## config.mk

```make
export PLATFORM = sky130hd
export DESIGN_NAME = circular_deque
export DESIGN_NICKNAME = d
export VERILOG_FILES = /design/src/design/deq_pkg.sv /design/src/design/circular_deque.sv /design/src/design/deq_ram.sv /design/src/design/deq_front.sv /design/src/design/deq_fifo.sv /design/src/design/deq_back.sv
export SDC_FILE = /design/constraint.sdc
export NUM_CORES = 1
export LEC_CHECK = 0
export ABC_CLOCK_PERIOD_IN_PS = 5700
export BUFFER_PORTS_ARGS = -buffer_cell sky130_fd_sc_hd__buf_2
export CAP_MARGIN = 0
export CORE_ASPECT_RATIO = 0.9
export CORE_UTILIZATION = 30
export DETAILED_ROUTE_END_ITERATION = 16
export PLACE_DENSITY_LB_ADDON = 0.15
export SLEW_MARGIN = 40
export SYNTH_ARGS = -nofsm -noshare
export SYNTH_HDL_FRONTEND = slang
export SYNTH_SLANG_ARGS = --single-unit
export TNS_END_PERCENT = 10
```

## constraint.sdc

```tcl
create_clock -name clock -period 5.7 [get_ports clock]
set_input_delay 1.14 -clock clock [delete_from_list [all_inputs] [get_ports clock]]
set_output_delay 1.14 -clock clock [all_outputs]
set_load 0.02 [all_outputs]
```

## src/design/deq_pkg.sv

```systemverilog
// Shared definitions for the circular deque: request codes, status codes
// and the control record that travels from the front end to the back end.
// No dependencies.
package deq_pkg;

   localparam logic [2:0] FUNC_PUSH_REAR  = 3'd0;
   localparam logic [2:0] FUNC_POP_REAR   = 3'd1;
   localparam logic [2:0] FUNC_PEEK_REAR  = 3'd2;
   localparam logic [2:0] FUNC_PUSH_FRONT = 3'd3;
   localparam logic [2:0] FUNC_POP_FRONT  = 3'd4;
   localparam logic [2:0] FUNC_PEEK_FRONT = 3'd5;

   localparam logic [1:0] ST_OK    = 2'd0;
   localparam logic [1:0] ST_FULL  = 2'd1;
   localparam logic [1:0] ST_EMPTY = 2'd2;

   localparam int unsigned WORD_W = 32;

   typedef struct packed {
      logic       wr_en;
      logic       rd_en;
      logic [1:0] status;
      logic       now_empty;
      logic       now_full;
   } deq_ctl_type;

endpackage

```

## src/design/circular_deque.sv

```systemverilog
// Circular deque of signed 32-bit words, up to DEPTH-1 entries.
// Depends on deq_pkg, deq_front, deq_fifo and deq_back.
// A transferred request passes the command queue, then the RAM read and back-end result registers.
// One request per cycle when not busy; the ring RAM's single port serves one access each cycle.
// busy rises only if the two-entry command queue fills, which a non-stalling result side avoids.
// Synchronous active-high reset empties the deque and the queue; ring contents are not cleared.
module circular_deque #(
   parameter int DEPTH = 8
) (
   input  logic                     clock,
   input  logic                     reset,
   input  logic                     start,
   output logic                     busy,
   input  logic [2:0]               req_func,
   input  logic signed [31:0]       req_push_value,
   output logic                     rsp_valid,
   output logic signed [31:0]       rsp_read_value,
   output logic [1:0]               rsp_status,
   output logic                     rsp_now_empty,
   output logic                     rsp_now_full,
   output logic [$clog2(DEPTH)-1:0] rsp_fill_count
);

   localparam int PTR_W = $clog2(DEPTH);
   localparam int CTL_W = $bits(deq_pkg::deq_ctl_type);
   localparam int CMD_W = CTL_W + PTR_W + deq_pkg::WORD_W + PTR_W;

   logic                       accept;
   deq_pkg::deq_ctl_type       fr_ctl, bk_ctl;
   logic [PTR_W-1:0]           fr_addr, bk_addr;
   logic [deq_pkg::WORD_W-1:0] fr_wdata, bk_wdata;
   logic [PTR_W-1:0]           fr_count, bk_count;
   logic [CMD_W-1:0]           q_pop_data;
   logic                       q_not_empty, q_full, q_pop;

   assign busy   = q_full;
   assign accept = start && !busy;

   deq_front #(.DEPTH(DEPTH)) u_front (
      .clock     (clock),
      .reset     (reset),
      .accept    (accept),
      .func      (req_func),
      .push_value(req_push_value),
      .ctl       (fr_ctl),
      .addr      (fr_addr),
      .wdata     (fr_wdata),
      .count     (fr_count)
   );

   deq_fifo #(.WIDTH(CMD_W)) u_queue (
      .clock    (clock),
      .reset    (reset),
      .push     (accept),
      .push_data({fr_ctl, fr_addr, fr_wdata, fr_count}),
      .pop      (q_pop),
      .pop_data (q_pop_data),
      .not_empty(q_not_empty),
      .full     (q_full)
   );

   assign {bk_ctl, bk_addr, bk_wdata, bk_count} = q_pop_data;

   deq_back #(.DEPTH(DEPTH)) u_back (
      .clock         (clock),
      .reset         (reset),
      .cmd_valid     (q_not_empty),
      .cmd_ctl       (bk_ctl),
      .cmd_addr      (bk_addr),
      .cmd_wdata     (bk_wdata),
      .cmd_count     (bk_count),
      .cmd_pop       (q_pop),
      .rsp_valid     (rsp_valid),
      .rsp_read_value(rsp_read_value),
      .rsp_status    (rsp_status),
      .rsp_now_empty (rsp_now_empty),
      .rsp_now_full  (rsp_now_full),
      .rsp_fill_count(rsp_fill_count)
   );

endmodule

```

## src/design/deq_ram.sv

```systemverilog
// Generic single-port RAM with a registered read.
// No dependencies.
module deq_ram #(
   parameter int WIDTH = 32,
   parameter int DEPTH = 8
) (
   input  logic                     clock,
   input  logic                     wr_en,
   input  logic                     rd_en,
   input  logic [$clog2(DEPTH)-1:0] addr,
   input  logic [WIDTH-1:0]         wdata,
   output logic [WIDTH-1:0]         rdata
);

   logic [WIDTH-1:0] mem_ff [DEPTH];
   logic [WIDTH-1:0] rdata_ff;

   always_ff @(posedge clock) begin
      if (wr_en) begin
         mem_ff[addr] <= wdata;
      end
      if (rd_en) begin
         rdata_ff <= mem_ff[addr];
      end
   end

   assign rdata = rdata_ff;

endmodule

```

## src/design/deq_front.sv

```systemverilog
// Front end of the deque: holds the head and tail pointers, classifies each
// request, and emits one ring access with the resulting flags and count.
// Depends on deq_pkg.
module deq_front #(
   parameter int DEPTH = 8
) (
   input  logic                      clock,
   input  logic                      reset,
   input  logic                      accept,
   input  logic [2:0]                func,
   input  logic signed [31:0]        push_value,
   output deq_pkg::deq_ctl_type      ctl,
   output logic [$clog2(DEPTH)-1:0]  addr,
   output logic [deq_pkg::WORD_W-1:0] wdata,
   output logic [$clog2(DEPTH)-1:0]  count
);

   localparam int PTR_W = $clog2(DEPTH);
   localparam logic [PTR_W-1:0] LAST = PTR_W'(DEPTH - 1);

   logic [PTR_W-1:0] head_ff, head_in;
   logic [PTR_W-1:0] tail_ff, tail_in;
   logic             empty, full;
   logic [PTR_W:0]   cnt_wide;

   function automatic logic [PTR_W-1:0] step_up(input logic [PTR_W-1:0] p);
      return (p == LAST) ? '0 : p + PTR_W'(1);
   endfunction

   function automatic logic [PTR_W-1:0] step_down(input logic [PTR_W-1:0] p);
      return (p == '0) ? LAST : p - PTR_W'(1);
   endfunction

   assign empty = (head_ff == tail_ff);
   assign full  = (step_up(tail_ff) == head_ff);
   assign wdata = push_value;

   always_comb begin
      head_in    = head_ff;
      tail_in    = tail_ff;
      addr       = tail_ff;
      ctl.wr_en  = 1'b0;
      ctl.rd_en  = 1'b0;
      ctl.status = deq_pkg::ST_OK;
      unique case (func)
         deq_pkg::FUNC_PUSH_REAR: begin
            if (full) begin
               ctl.status = deq_pkg::ST_FULL;
            end else begin
               tail_in   = step_up(tail_ff);
               addr      = step_up(tail_ff);
               ctl.wr_en = 1'b1;
            end
         end
         deq_pkg::FUNC_POP_REAR: begin
            if (empty) begin
               ctl.status = deq_pkg::ST_EMPTY;
            end else begin
               addr      = tail_ff;
               tail_in   = step_down(tail_ff);
               ctl.rd_en = 1'b1;
            end
         end
         deq_pkg::FUNC_PEEK_REAR: begin
            if (empty) begin
               ctl.status = deq_pkg::ST_EMPTY;
            end else begin
               addr      = tail_ff;
               ctl.rd_en = 1'b1;
            end
         end
         deq_pkg::FUNC_PUSH_FRONT: begin
            if (full) begin
               ctl.status = deq_pkg::ST_FULL;
            end else begin
               addr      = head_ff;
               head_in   = step_down(head_ff);
               ctl.wr_en = 1'b1;
            end
         end
         deq_pkg::FUNC_POP_FRONT: begin
            if (empty) begin
               ctl.status = deq_pkg::ST_EMPTY;
            end else begin
               head_in   = step_up(head_ff);
               addr      = step_up(head_ff);
               ctl.rd_en = 1'b1;
            end
         end
         deq_pkg::FUNC_PEEK_FRONT: begin
            if (empty) begin
               ctl.status = deq_pkg::ST_EMPTY;
            end else begin
               addr      = step_up(head_ff);
               ctl.rd_en = 1'b1;
            end
         end
         default: begin
         end
      endcase
      // Flags and count describe the pointers as they stand after the request.
      ctl.now_empty = (head_in == tail_in);
      ctl.now_full  = (step_up(tail_in) == head_in);
      cnt_wide = {1'b0, tail_in} - {1'b0, head_in};
      if (tail_in < head_in) begin
         cnt_wide = cnt_wide + (PTR_W+1)'(DEPTH);
      end
      count = cnt_wide[PTR_W-1:0];
   end

   always_ff @(posedge clock) begin
      if (reset) begin
         head_ff <= '0;
         tail_ff <= '0;
      end else if (accept) begin
         head_ff <= head_in;
         tail_ff <= tail_in;
      end
   end

endmodule

```

## src/design/deq_fifo.sv

```systemverilog
// Two-entry queue that decouples the front end from the back end.
// No dependencies.
module deq_fifo #(
   parameter int WIDTH = 8
) (
   input  logic             clock,
   input  logic             reset,
   input  logic             push,
   input  logic [WIDTH-1:0] push_data,
   input  logic             pop,
   output logic [WIDTH-1:0] pop_data,
   output logic             not_empty,
   output logic             full
);

   localparam int QDEPTH = 2;
   localparam int QPTR_W = $clog2(QDEPTH);

   logic [WIDTH-1:0]  entry_ff [QDEPTH];
   logic [QPTR_W-1:0] wr_ptr_ff, wr_ptr_in;
   logic [QPTR_W-1:0] rd_ptr_ff, rd_ptr_in;
   logic [QPTR_W:0]   used_ff, used_in;
   logic              do_push, do_pop;

   assign not_empty = (used_ff != '0);
   assign full      = (used_ff == (QPTR_W+1)'(QDEPTH));
   assign pop_data  = entry_ff[rd_ptr_ff];
   assign do_push   = push && !full;
   assign do_pop    = pop && not_empty;

   always_comb begin
      wr_ptr_in = do_push ? wr_ptr_ff + QPTR_W'(1) : wr_ptr_ff;
      rd_ptr_in = do_pop  ? rd_ptr_ff + QPTR_W'(1) : rd_ptr_ff;
      used_in   = used_ff;
      if (do_push && !do_pop) begin
         used_in = used_ff + (QPTR_W+1)'(1);
      end else if (do_pop && !do_push) begin
         used_in = used_ff - (QPTR_W+1)'(1);
      end
   end

   always_ff @(posedge clock) begin
      if (do_push) begin
         entry_ff[wr_ptr_ff] <= push_data;
      end
      if (reset) begin
         wr_ptr_ff <= '0;
         rd_ptr_ff <= '0;
         used_ff   <= '0;
      end else begin
         wr_ptr_ff <= wr_ptr_in;
         rd_ptr_ff <= rd_ptr_in;
         used_ff   <= used_in;
      end
   end

endmodule

```

## src/design/deq_back.sv

```systemverilog
// Back end of the deque: performs the queued ring access on the RAM and
// presents the registered result in the following cycle.
// Depends on deq_pkg and deq_ram.
module deq_back #(
   parameter int DEPTH = 8
) (
   input  logic                       clock,
   input  logic                       reset,
   input  logic                       cmd_valid,
   input  deq_pkg::deq_ctl_type       cmd_ctl,
   input  logic [$clog2(DEPTH)-1:0]   cmd_addr,
   input  logic [deq_pkg::WORD_W-1:0] cmd_wdata,
   input  logic [$clog2(DEPTH)-1:0]   cmd_count,
   output logic                       cmd_pop,
   output logic                       rsp_valid,
   output logic signed [31:0]         rsp_read_value,
   output logic [1:0]                 rsp_status,
   output logic                       rsp_now_empty,
   output logic                       rsp_now_full,
   output logic [$clog2(DEPTH)-1:0]   rsp_fill_count
);

   localparam int PTR_W = $clog2(DEPTH);

   logic                       s1_valid_ff;
   deq_pkg::deq_ctl_type       s1_ctl_ff;
   logic [PTR_W-1:0]           s1_count_ff;
   logic [deq_pkg::WORD_W-1:0] rdata;

   // The result side cannot stall, so every queued command is taken at once.
   assign cmd_pop = cmd_valid;

   deq_ram #(
      .WIDTH(deq_pkg::WORD_W),
      .DEPTH(DEPTH)
   ) u_ram (
      .clock(clock),
      .wr_en(cmd_valid && cmd_ctl.wr_en),
      .rd_en(cmd_valid && cmd_ctl.rd_en),
      .addr (cmd_addr),
      .wdata(cmd_wdata),
      .rdata(rdata)
   );

   always_ff @(posedge clock) begin
      s1_ctl_ff   <= cmd_ctl;
      s1_count_ff <= cmd_count;
      if (reset) begin
         s1_valid_ff <= 1'b0;
      end else begin
         s1_valid_ff <= cmd_valid;
      end
   end

   assign rsp_valid      = s1_valid_ff;
   assign rsp_read_value = s1_ctl_ff.rd_en ? $signed(rdata) : 32'sd0;
   assign rsp_status     = s1_ctl_ff.status;
   assign rsp_now_empty  = s1_ctl_ff.now_empty;
   assign rsp_now_full   = s1_ctl_ff.now_full;
   assign rsp_fill_count = s1_count_ff;

endmodule

```

==> impl_metrics.yaml, run 1 <==
outcome:
  status: "complete, no violations"
synthesis:
  ys_warn_count: 0
  ys_ff_latch: 396
  synthCells: 1113
  synth_fp_nets: 1165
  ys_async_sr_fraction_pct: 0
  synth_cell_types: 61
  ys.flop_type: "edfxtp_1"
  synth_area_sq_um: 15800
  synth_edf_count: 376
  synth-seq-area-share_pct: 73.8
  syn_area_per_cell_sq_um: 14.2
global_routing:
  grt_start_max_net_pins: 58
  track_usage_pct: 14.8
  grt_first_pass_wirelength_mm: 59.5
  grt_pass1_vias: 9366
  grt_antenna_before_repair: 1
  gr-total-overflow: 0
placement:
  gp_congestion: 0.805
  portBuffers: 78
  postPlaceCellArea_sq_um: 17200
  hpwl_mm: 24.0
power_and_ir_drop:
  p_clk_share_pct: 28.9
  p_int_mw: 6.22
  pwr-share-seq_pct: 43.5
  ir_drop_uv: 237
  p_total_mw: 9.27
  netSwitchingFraction_pct: 32.9
  power_leakage_nw: 6.36
  comb_power_share_pct: 27.6
  switching_power_mw: 3.05
  p_per_area_nw_per_um2: 499
sta:
  slew_headroom_pct: 44.4
  min_period_ns: 3.82
  fin_tns_setup_ns: 0
  worstMarginPinSlew_ns: 0.830
  fin_crit_sh_pct: 66.9
  fin_skew_ns: 0.0237
  hold_violations: 0
  rsz0062_at_grt: "no"
  final_max_slew_viol_count: 0
  finalSetupViolCount: 0
  max_freq_mhz: 262
cells_and_area:
  n_antenna_cell: 0
  fin_nets: 1256
  area_delta_synth_final_pct: 17.3
  final-seq-area_sq_um: 11700
  final_cell_area_sq_um: 18600
  layout-drive-gt1-share_pct: 19.4
  fillers: 5004
  multi_input_area_sq_um: 3950
  fin_util_pct: 35.8
clock_tree:
  clk_pin_slew_ns: 0.06
  cts_buffer_depth: 3
  hold_buffers: 0
  cts_tree: "done"
  insertion_delay_ns: 0.55
  post_cts_buffers: 0
  cts_sinks: 396
  htreeDepth: 2
  cts_resized: 0
  cts_buffers: 43
  root_buffer: "clkbuf_16"
routing:
  routed_wl_mm: 39.2
  vias: 9300
  wl_per_cell_um: 20.4
  ant_nets: 0
  drt_iter0_markers: 596
  drc_errors: 0
  drt_pass1_iterations: 5
  vias_per_cell: 4.84
worst_setup_path:
  crit_end: "u_queue.entry_ff[0][38]"
  r2r-end: "u_queue.entry_ff[0][38]"
  ff2ff_path_depth: 11
  slowest_stage: "dfxtp_1"
  reg2reg_slack_ns: 1.88
  end_kind: "flop"
  crit_type: "reg2reg"
  setup.worst_path.start_class: "flop"
  cp.required_ns: 6.00
  cp.arrival_ns: 4.11
  worstPathMaxFanout: 15
  cpMostUsedCell: "ha_1"
  critPathLaunch: "u_front.tail_ff[0]"
  timing.rr.start: "u_front.tail_ff[0]"
  path_cells: "inv_1 -> ha_1 -> xor2_1 -> a211oi_2 -> nor3_1 -> o21a_1 -> nor2_1 -> ha_1 -> a21oi_1 -> o211a_1 -> o31a_1"
  critPathMaxStageDelay_ns: 0.69
floorplanning:
  die_h_um: 220
  io_pins: 79
  start_util_pct: 30.5
  core_area_sq_um: 51900
  fp-row-count: 79
  die_area_sq_um: 53700
  die_w_um: 244
job:
  maxCapViolCount: 0
worst_hold_path:
  hp-class: "reg2reg"
-- kinds of logic (layout without fill, tap and decap cells) --
kind of cell	Yosys count	in the layout	synth area share, %
adders and majority gates	14	14	1.15
xor gates and xnor gates	18	18	1.04
AOI/OAI and AO/OA	179	179	7.85
buffers and inverters	76	196	1.96
and+or+nand+nor	379	379	10.6
muxes	51	51	3.56
DFF	396	396	73.8
-- worst max-delay path: cells and delay by family (launching register included) --
kind                     cells  cell delay (ns)
XOR/XNOR                     1             0.23
flip-flops                   1             0.69
buffers and inverters        1             0.20
AND/OR/NAND/NOR              2             0.43
adder cells (fa/ha/maj)      2             0.67
AO/OA/AOI/OAI                5             1.33
-- per-layer routing --
layer  part of all wire [%]  GRT usage [%]
met1                     49           21.3
met2                     45           22.9
met3                    3.9           2.35
met4                    2.1           3.98
met5                      0              0
-- worst min path at each step --
stage | cells past startpoint | endpoint | from | slack (ns)
finish | 1 | u_back.rsp_status[1] | u_queue.entry_ff[0][41] | 0.48
global route | 1 | u_back.rsp_now_empty | u_queue.entry_ff[0][39] | 0.50
CTS | 1 | u_back.rsp_now_empty | u_queue.entry_ff[0][39] | 0.48
detailed placement | 1 | u_back.rsp_now_empty | u_queue.entry_ff[0][39] | 0.47
global placement | 1 | u_back.rsp_now_full | u_queue.entry_ff[1][38] | 0.45
floorplan | 1 | u_back.rsp_fill_count[0] | u_queue.entry_ff[1][0] | 0.45
-- power groups by stage --
stage,logic [mW],registers [mW],clock network [mW]
5_1_grt,2.85,4.07,2.85
3_5_place_dp,2.62,4.09,0
6_report,2.56,4.03,2.68
4_1_cts,2.63,4.03,2.76
3_3_place_gp,2.60,4.09,0
2_1_floorplan,1.64,4.05,0
-- metrics by stage --
step                      setup slack [ns]  std cells  hold WS, ns
final                                 1.88       1921        0.477
after global placement                1.94       1844        0.453
after floorplan                       1.33       1113        0.448
after global routing                  1.56       1921        0.500
after detailed placement              1.92       1847        0.467
after CTS                             1.91       1921        0.482
-- cell type report --
class | count | share of cell area (%)
clock buffer | 51 | 6.18
clock inverter | 23 | 1.06
inverter | 15 | 0.303
multi-input combinational | 641 | 21.3
sequential | 396 | 62.9
tap | 688 | 4.63
timing repair buffer | 107 | 3.60
-- cell usage in the layout, fill, tap and decap left out, drive strengths merged, types with 16 or more instances in the layout --
cell / netlist / routed
a211oi: 28 / 28
a21oi: 55 / 55
and2: 34 / 34
buf: 28 / 107
clkbuf: 33 / 51
clkinv: 0 / 19
dfxtp: 20 / 20
edfxtp: 376 / 376
inv: 15 / 16
mux2: 43 / 43
nand2: 183 / 183
nand3: 75 / 75
nor2: 55 / 55
o21ai: 24 / 24
-- registers in the layout (all words and copies together) (netlist names), named ones only --
signal / flops
u_back.rsp_fill_count: 3
u_back.rsp_now_empty: 1
u_back.rsp_now_full: 1
u_back.rsp_status: 2
u_back.rsp_valid: 1
u_back.s1_ctl_ff: 1
u_back.u_ram.mem_ff: 256
u_back.u_ram.rdata: 32
u_front.head_ff: 3
u_front.tail_ff: 3
u_queue.entry_ff: 88
u_queue.rd_ptr_ff: 1
u_queue.used_ff: 2
u_queue.wr_ptr_ff: 1
-- Yosys cell counts (all sizes together) (15+ instances only) --
library cell	n	area (sq um)
buf	28	130
and2	34	213
dfxtp	20	400
o21ai	24	120
a211oi	28	220
edfxtp	376	11300
clkbuf	33	124
mux2	43	484
nand2	183	687
nor2	55	206
a21oi	55	275
inv	15	56.3
nand3	75	375
(Power assumes the default switching activity.)
==> run 2: changes to the inputs <==
Settings changed: ABC_AREA set to 1, ABC_CLOCK_PERIOD_IN_PS 5700 to 3250.
Clock period 5.7 ns to 3.25 ns, I/O delays scaled along.
==> run 2 against run 1 <==
Effect of this change:
- global-route usage rose by 0.36 points
- synthesized cell count up 4.9%
- die area shrank 1.8%
- final cell count increased by 3.9%
- sequential share of layout area up 0.61 points
- non-clock buffer count up 4
- first-iteration DRC count down 7.6%
- count of clock-buffer cells in the layout is 4 higher
- fmax is 31% higher
- critical path type unchanged
- critical endpoint is now u_queue.entry_ff[1][38]
==> impl_metrics.yaml, run 2 <==
synthesis:
  ys_async_sr_fraction_pct: 0
  synth_edf_count: 376
  ys.flop_type: "edfxtp_1"
  syn_area_per_cell_sq_um: 13.3
  synthTopCellsByCount: "389 x nand2_1, 376 x edfxtp_1, 80 x inv_1"
  yosysMostFrequentCell: "nand2_1"
  synth-seq-area-share_pct: 75.2
  ys_warn_count: 0
  synth_area_leaders: "edfxtp_1 73%, nand2_1 9.4%, dfxtp_1 2.6%"
  synth_cell_types: 36
  synth.largest_area_cell: "edfxtp_1"
  synthCells: 1167
  synth_area_sq_um: 15600
  synth_fp_nets: 1219
  ys_ff_latch: 396
  netlist.area_leader.share_pct: 72.6
worst_setup_path:
  critPathBufInv: 5
  path_delay_family: "simple AND/OR/NAND/NOR gates"
  crit_type: "reg2reg"
  cpMostUsedCell: "nand2_1"
  setup.worst_path.start_class: "flop"
  critPathLaunch: "u_front.tail_ff[0]"
  end_kind: "flop"
  path_cells: "ha_1 -> ha_1 -> inv_1 -> nand2_1 -> nand2_2 -> nor2_4 -> nand2_4 -> inv_2 -> nand2_1 -> o211ai_1 -> nand3_1 -> ha_1 -> ha_1 -> inv_1 -> nand2_1 -> inv_1 -> nand3_1 -> nand2_1 -> nor2_1 -> nand2_1 -> inv_1"
  timing.rr.start: "u_front.tail_ff[0]"
  cp.arrival_ns: 3.23
  cp.required_ns: 3.57
  ff2ff_path_depth: 21
  worstPathMaxFanout: 9
  crit_end: "u_queue.entry_ff[1][38]"
  reg2reg_slack_ns: 0.34
  r2r-end: "u_queue.entry_ff[1][38]"
  cp_num_cells: 21
  slowest_stage: "dfxtp_2"
  critPathMaxStageDelay_ns: 0.34
job:
  maxCapViolCount: 0
cells_and_area:
  fillers: 5039
  mostFrequentLayoutCells: "389 x nand2_1, 376 x edfxtp_1, 80 x inv_1, 78 x buf_2, 44 x clkbuf_16"
  n_antenna_cell: 0
  area_delta_synth_final_pct: 18.3
  fin_nets: 1334
  layout-drive-gt1-share_pct: 18.5
  top_register: "u_back.u_ram.mem_ff"
  largest_reg_flops: 256
  layout_commonest_cell: "nand2_1"
placement:
  portBuffers: 78
  hpwl_mm: 23.6
  gp_congestion: 0.864
clock_tree:
  clk_pin_slew_ns: 0.06
  htreeDepth: 2
  post_cts_buffers: 0
  root_buffer: "clkbuf_16"
  insertion_delay_ns: 0.58
  cts_buffer_depth: 3
  cts_tree: "done"
  cts_buffers: 44
  cts_sinks: 396
sta:
  fin_tns_setup_ns: 0
  finalSetupViolCount: 0
  worstMarginPinSlew_ns: 0.644
  final_max_slew_viol_count: 0
  fin_crit_sh_pct: 89.6
  min_period_ns: 2.91
  holdWs_ns: 0.260
  max_freq_mhz: 343
  hold_violations: 0
  rsz0062_at_grt: "no"
  slew_headroom_pct: 57.1
  fin_skew_ns: 0.0252
routing:
  vias_per_cell: 4.53
  vias: 9043
  top_layer_used: "met4"
  drc_errors: 0
  ant_nets: 0
  drt_iter0_markers: 551
  wl_per_cell_um: 19.6
  route.met2.wl_mm: 18.3
  dr_wl_met3_mm: 1.60
  drt_pass1_iterations: 5
  wl_met1_mm: 18.4
  routed_wl_mm: 39.1
outcome:
  status: "complete, no violations"
global_routing:
  grt_pass1_vias: 9335
  gr-total-overflow: 0
  grt_antenna_before_repair: 0
  grt_start_max_net_pins: 45
  track_usage_pct: 15.1
  grt_first_pass_wirelength_mm: 59.2
floorplanning:
  io_pins: 79
  die_w_um: 242
  core_area_sq_um: 50700
  start_util_pct: 30.6
  die_h_um: 218
  fp-row-count: 78
  die_area_sq_um: 52800
power_and_ir_drop:
  p_per_area_nw_per_um2: 939
  ir_drop_uv: 375
  power_leakage_nw: 7.03
worst_hold_path:
  worst_hold_path.num_cells: 1
  hp-class: "in2reg"
run 2: changes by cell type after synthesis, moves of 14 or more:
cell      change
nand3_1      -42
mux2_2       -43
a211oi_1     -25
nor2_1       -15
inv_1        +65
nand2_1     +206
buf_1        -17
a21oi_1      -42
clkbuf_1     -21
inv_2        +14
a221oi_1     +14
and2_1       -34
run 2: logic make-up (layout without fill, tap and decap cells):
| group | Yosys count | after routing | synth area share [%] |
|---|---|---|---|
| buffers and inverters | 136 | 285 | 3.90 |
| adders and majority gates | 14 | 14 | 1.17 |
| xor gates and xnor gates | 2 | 2 | 0.161 |
| AOI/OAI and AO/OA | 107 | 107 | 5.70 |
| DFF | 396 | 396 | 75.2 |
| and+or+nand+nor | 512 | 512 | 13.9 |
run 2: how the worst min path moves through the flow:
stage,end,startpoint
5_1_grt,u_queue.entry_ff[1][10],req_push_value[7]
3_3_place_gp,u_back.rsp_status[0],u_queue.entry_ff[0][40]
2_1_floorplan,u_back.rsp_fill_count[0],u_queue.entry_ff[0][0]
6_report,u_queue.entry_ff[0][18],req_push_value[15]
3_5_place_dp,u_back.rsp_status[0],u_queue.entry_ff[0][40]
4_1_cts,u_queue.entry_ff[0][11],req_push_value[8]
run 2: cell type report:
cell class / count / area [sq um] / area share [%]
inverter: 94 / 353 / 1.92
tap: 680 / 851 / 4.62
sequential: 396 / 11700 / 63.6
timing repair buffer: 111 / 776 / 4.22
multi-input combinational: 635 / 3350 / 18.2
clock inverter: 25 / 223 / 1.21
clock buffer: 55 / 1150 / 6.26
run 2: what timing repair did:
action	4_1_cts	5_1_grt
endpoints found under the hold margin	0	0
hold buffers	0	0
setup endpoints to repair	0	2
gates resized for setup	0	2
run 2: power breakdown:
group	switching, mW	leakage [nW]	internal, mW
logic	3.68	2.74	1.41
registers	0.266	3.61	7.16
clock network	2.00	0.673	2.76
run 2: metal layers:
| layer | track usage [%] | vias up |
|---|---|---|
| met5 | 0 | - |
| met4 | 4.87 | 0 |
| met3 | 2.84 | 58 |
| met2 | 24.7 | 155 |
| met1 | 20.3 | 4478 |
| li1 | - | 4352 |
run 2: metrics by stage:
step	utilization [%]	setup WS [ns]	area (sq um)	power, mW	instances
final	36.3	0.338	18400	17.3	1996
after CTS	36.3	0.261	18400	17.6	1996
after global placement	33.5	0.308	17000	12.7	1916
after detailed placement	33.5	0.261	17000	12.7	1916
after global routing	36.3	0.0387	18400	18.3	1996
after floorplan	-	0.0489	15600	10.7	1167
==> run 3: changes to the inputs <==
Settings changed: ABC_CLOCK_PERIOD_IN_PS 3250 to 3200, CELL_PAD_IN_SITES_DETAIL_PLACEMENT set to 0, CELL_PAD_IN_SITES_GLOBAL_PLACEMENT set to 1.
Clock period 3.25 ns to 3.2 ns, I/O delays scaled along.
==> run 3 against run 2 <==
Effect of this change:
- combinational power increased by 1%
- clock power decreased by 1%
- count of clock-buffer cells in the layout increased by 1
- fmax decreased by 1.6%
- wire length decreased by 1.7%
- final cell count increased by 0.20%
- worst hold slack got worse by 0.0035 ns
- first-iteration DRC count increased by 30%
- core utilization decreased by 0.072 points
- final area decreased by 0.20%
- largest power group unchanged
- highest routed layer unchanged
==> impl_metrics.yaml, run 3 (synthesized netlist as in run 2, its figures left out) <==
floorplanning:
  die_w_um: 242
  die_h_um: 218
  die_area_sq_um: 52800
  fp-row-count: 78
  core_area_sq_um: 50700
  io_pins: 79
  start_util_pct: 30.6
sta:
  min_period_ns: 2.96
  max_freq_mhz: 338
  fin_crit_sh_pct: 92.4
  slew_headroom_pct: 47.8
  rsz0062_at_grt: "no"
  fin_tns_setup_ns: 0
  holdWs_ns: 0.256
  hold_violations: 0
  worstMarginPinSlew_ns: 0.782
  finalSetupViolCount: 0
  final_max_slew_viol_count: 0
  fin_skew_ns: 0.0174
global_routing:
  gr-total-overflow: 0
  grt_first_pass_wirelength_mm: 57.8
  grtUsageMet1_pct: 20.6
  grt_start_max_net_pins: 46
  grt_antenna_before_repair: 1
  met2_usage_pct: 23.8
  track_usage_pct: 14.8
  grt_pass1_vias: 9017
  grtUsageMet3_pct: 2.41
  busiest_layer: "met2"
worst_hold_path:
  hp-class: "in2reg"
  worst_hold_path.num_cells: 1
  min_to: "u_queue.entry_ff[0][11]"
  hold_start: "req_push_value[8]"
worst_setup_path:
  end_kind: "flop"
  cp.arrival_ns: 3.28
  timing.rr.start: "u_front.tail_ff[1]"
  setup.worst_path.start_class: "flop"
  worstPathMaxFanout: 9
  reg2reg_slack_ns: 0.24
  crit_type: "reg2reg"
  cp.required_ns: 3.52
  ff2ff_path_depth: 21
  critPathLaunch: "u_front.tail_ff[1]"
  r2r-end: "u_queue.entry_ff[1][38]"
outcome:
  status: "complete, no violations"
clock_tree:
  insertion_delay_ns: 0.57
  cts_buffers: 45
  hold_buffers: 0
  cts_buffer_depth: 3
  cts_sinks: 396
  root_buffer: "clkbuf_16"
  cts_resized: 0
  cts_tree: "done"
  clk_pin_slew_ns: 0.06
  htreeDepth: 2
  post_cts_buffers: 0
routing:
  routed_wl_mm: 38.5
  drt_pass1_iterations: 5
  ant_nets: 0
  wl_per_cell_um: 19.2
  drt_iter0_markers: 716
  vias_per_cell: 4.52
  drc_errors: 0
  vias: 9048
cells_and_area:
  area_delta_synth_final_pct: 18.1
  layout_commonest_cell: "nand2_1"
  final_cell_area_sq_um: 18400
  fin_util_pct: 36.2
  largest_reg_flops: 256
  mostFrequentLayoutCells: "389 x nand2_1, 376 x edfxtp_1, 80 x inv_1, 78 x buf_2, 45 x clkbuf_16"
  top_register: "u_back.u_ram.mem_ff"
  fin_nets: 1336
  layout-drive-gt1-share_pct: 18.4
placement:
  hpwl_mm: 22.3
  portBuffers: 78
  gp_congestion: 0.836
  postPlaceCellArea_sq_um: 17000
job:
  maxCapViolCount: 0
power_and_ir_drop:
  power_leakage_nw: 7.01
  p_per_area_nw_per_um2: 944
  ir_drop_uv: 388
[run 3: changes by cell type in the layout (fill, tap and decap cells not counted), sizes merged]
cell      change
diode         +1
buf           +1
clkbuf        +1
clkinv        +4
inv           -1
clkinvlp      +1
bufinv        -3
[run 3: worst max-delay path by stage]
stage	endpoint	slack [ns]	cells past startpoint
2_1_floorplan	u_queue.entry_ff[1][0]	0.009	2
3_3_place_gp	u_queue.entry_ff[0][38]	0.29	21
3_5_place_dp	u_queue.entry_ff[1][38]	0.25	21
4_1_cts	u_queue.entry_ff[1][38]	0.24	21
5_1_grt	u_queue.entry_ff[1][38]	0.002	21
6_report	u_queue.entry_ff[1][38]	0.24	21
[run 3: metal layers]
layer	share of wire [%]	wire length, um
met5	0	0
met4	1.8	702
met3	4.3	1670
met2	46	17700
met1	48	18400
[run 3: worst max-delay path: stages (launching register included)]
cell	delay [ns]
dfxtp_1	0.44
inv_1	0.13
ha_1	0.33
inv_1	0.06
nand2_1	0.06
nand2_1	0.08
nor2_4	0.17
nand2_4	0.11
inv_2	0.11
nand2_1	0.07
o211ai_1	0.11
nand3_1	0.15
ha_1	0.22
ha_1	0.19
inv_1	0.09
nand2_1	0.08
inv_1	0.06
nand3_1	0.07
nand2_1	0.07
nor2_1	0.04
nand2_1	0.05
inv_1	0.05
[run 3: cell type report]
cell class,count,area (sq um)
diodes,1,2.50
clock buffers,56,1190
clock inverters,26,156
fillers,4978,32400
inverters,94,353
multi-input cells,635,3350
flip-flops and latches,396,11700
well taps,680,851
repair buffers,112,771
[run 3: power by group]
| group | internal, mW | switching, mW |
|---|---|---|
| logic | 1.43 | 3.70 |
| registers | 7.27 | 0.249 |
| clock network | 2.64 | 2.05 |
[run 3: metrics by stage]
| step | power (mW) | worst slack, ns | std cells |
|---|---|---|---|
| 2_1_floorplan | 10.8 | 0.00888 | 1167 |
| 3_3_place_gp | 12.9 | 0.286 | 1917 |
| 3_5_place_dp | 12.9 | 0.246 | 1917 |
| 4_1_cts | 17.7 | 0.245 | 1999 |
| 5_1_grt | 18.4 | 0.00248 | 1999 |
| 6_report | 17.3 | 0.242 | 2000 |
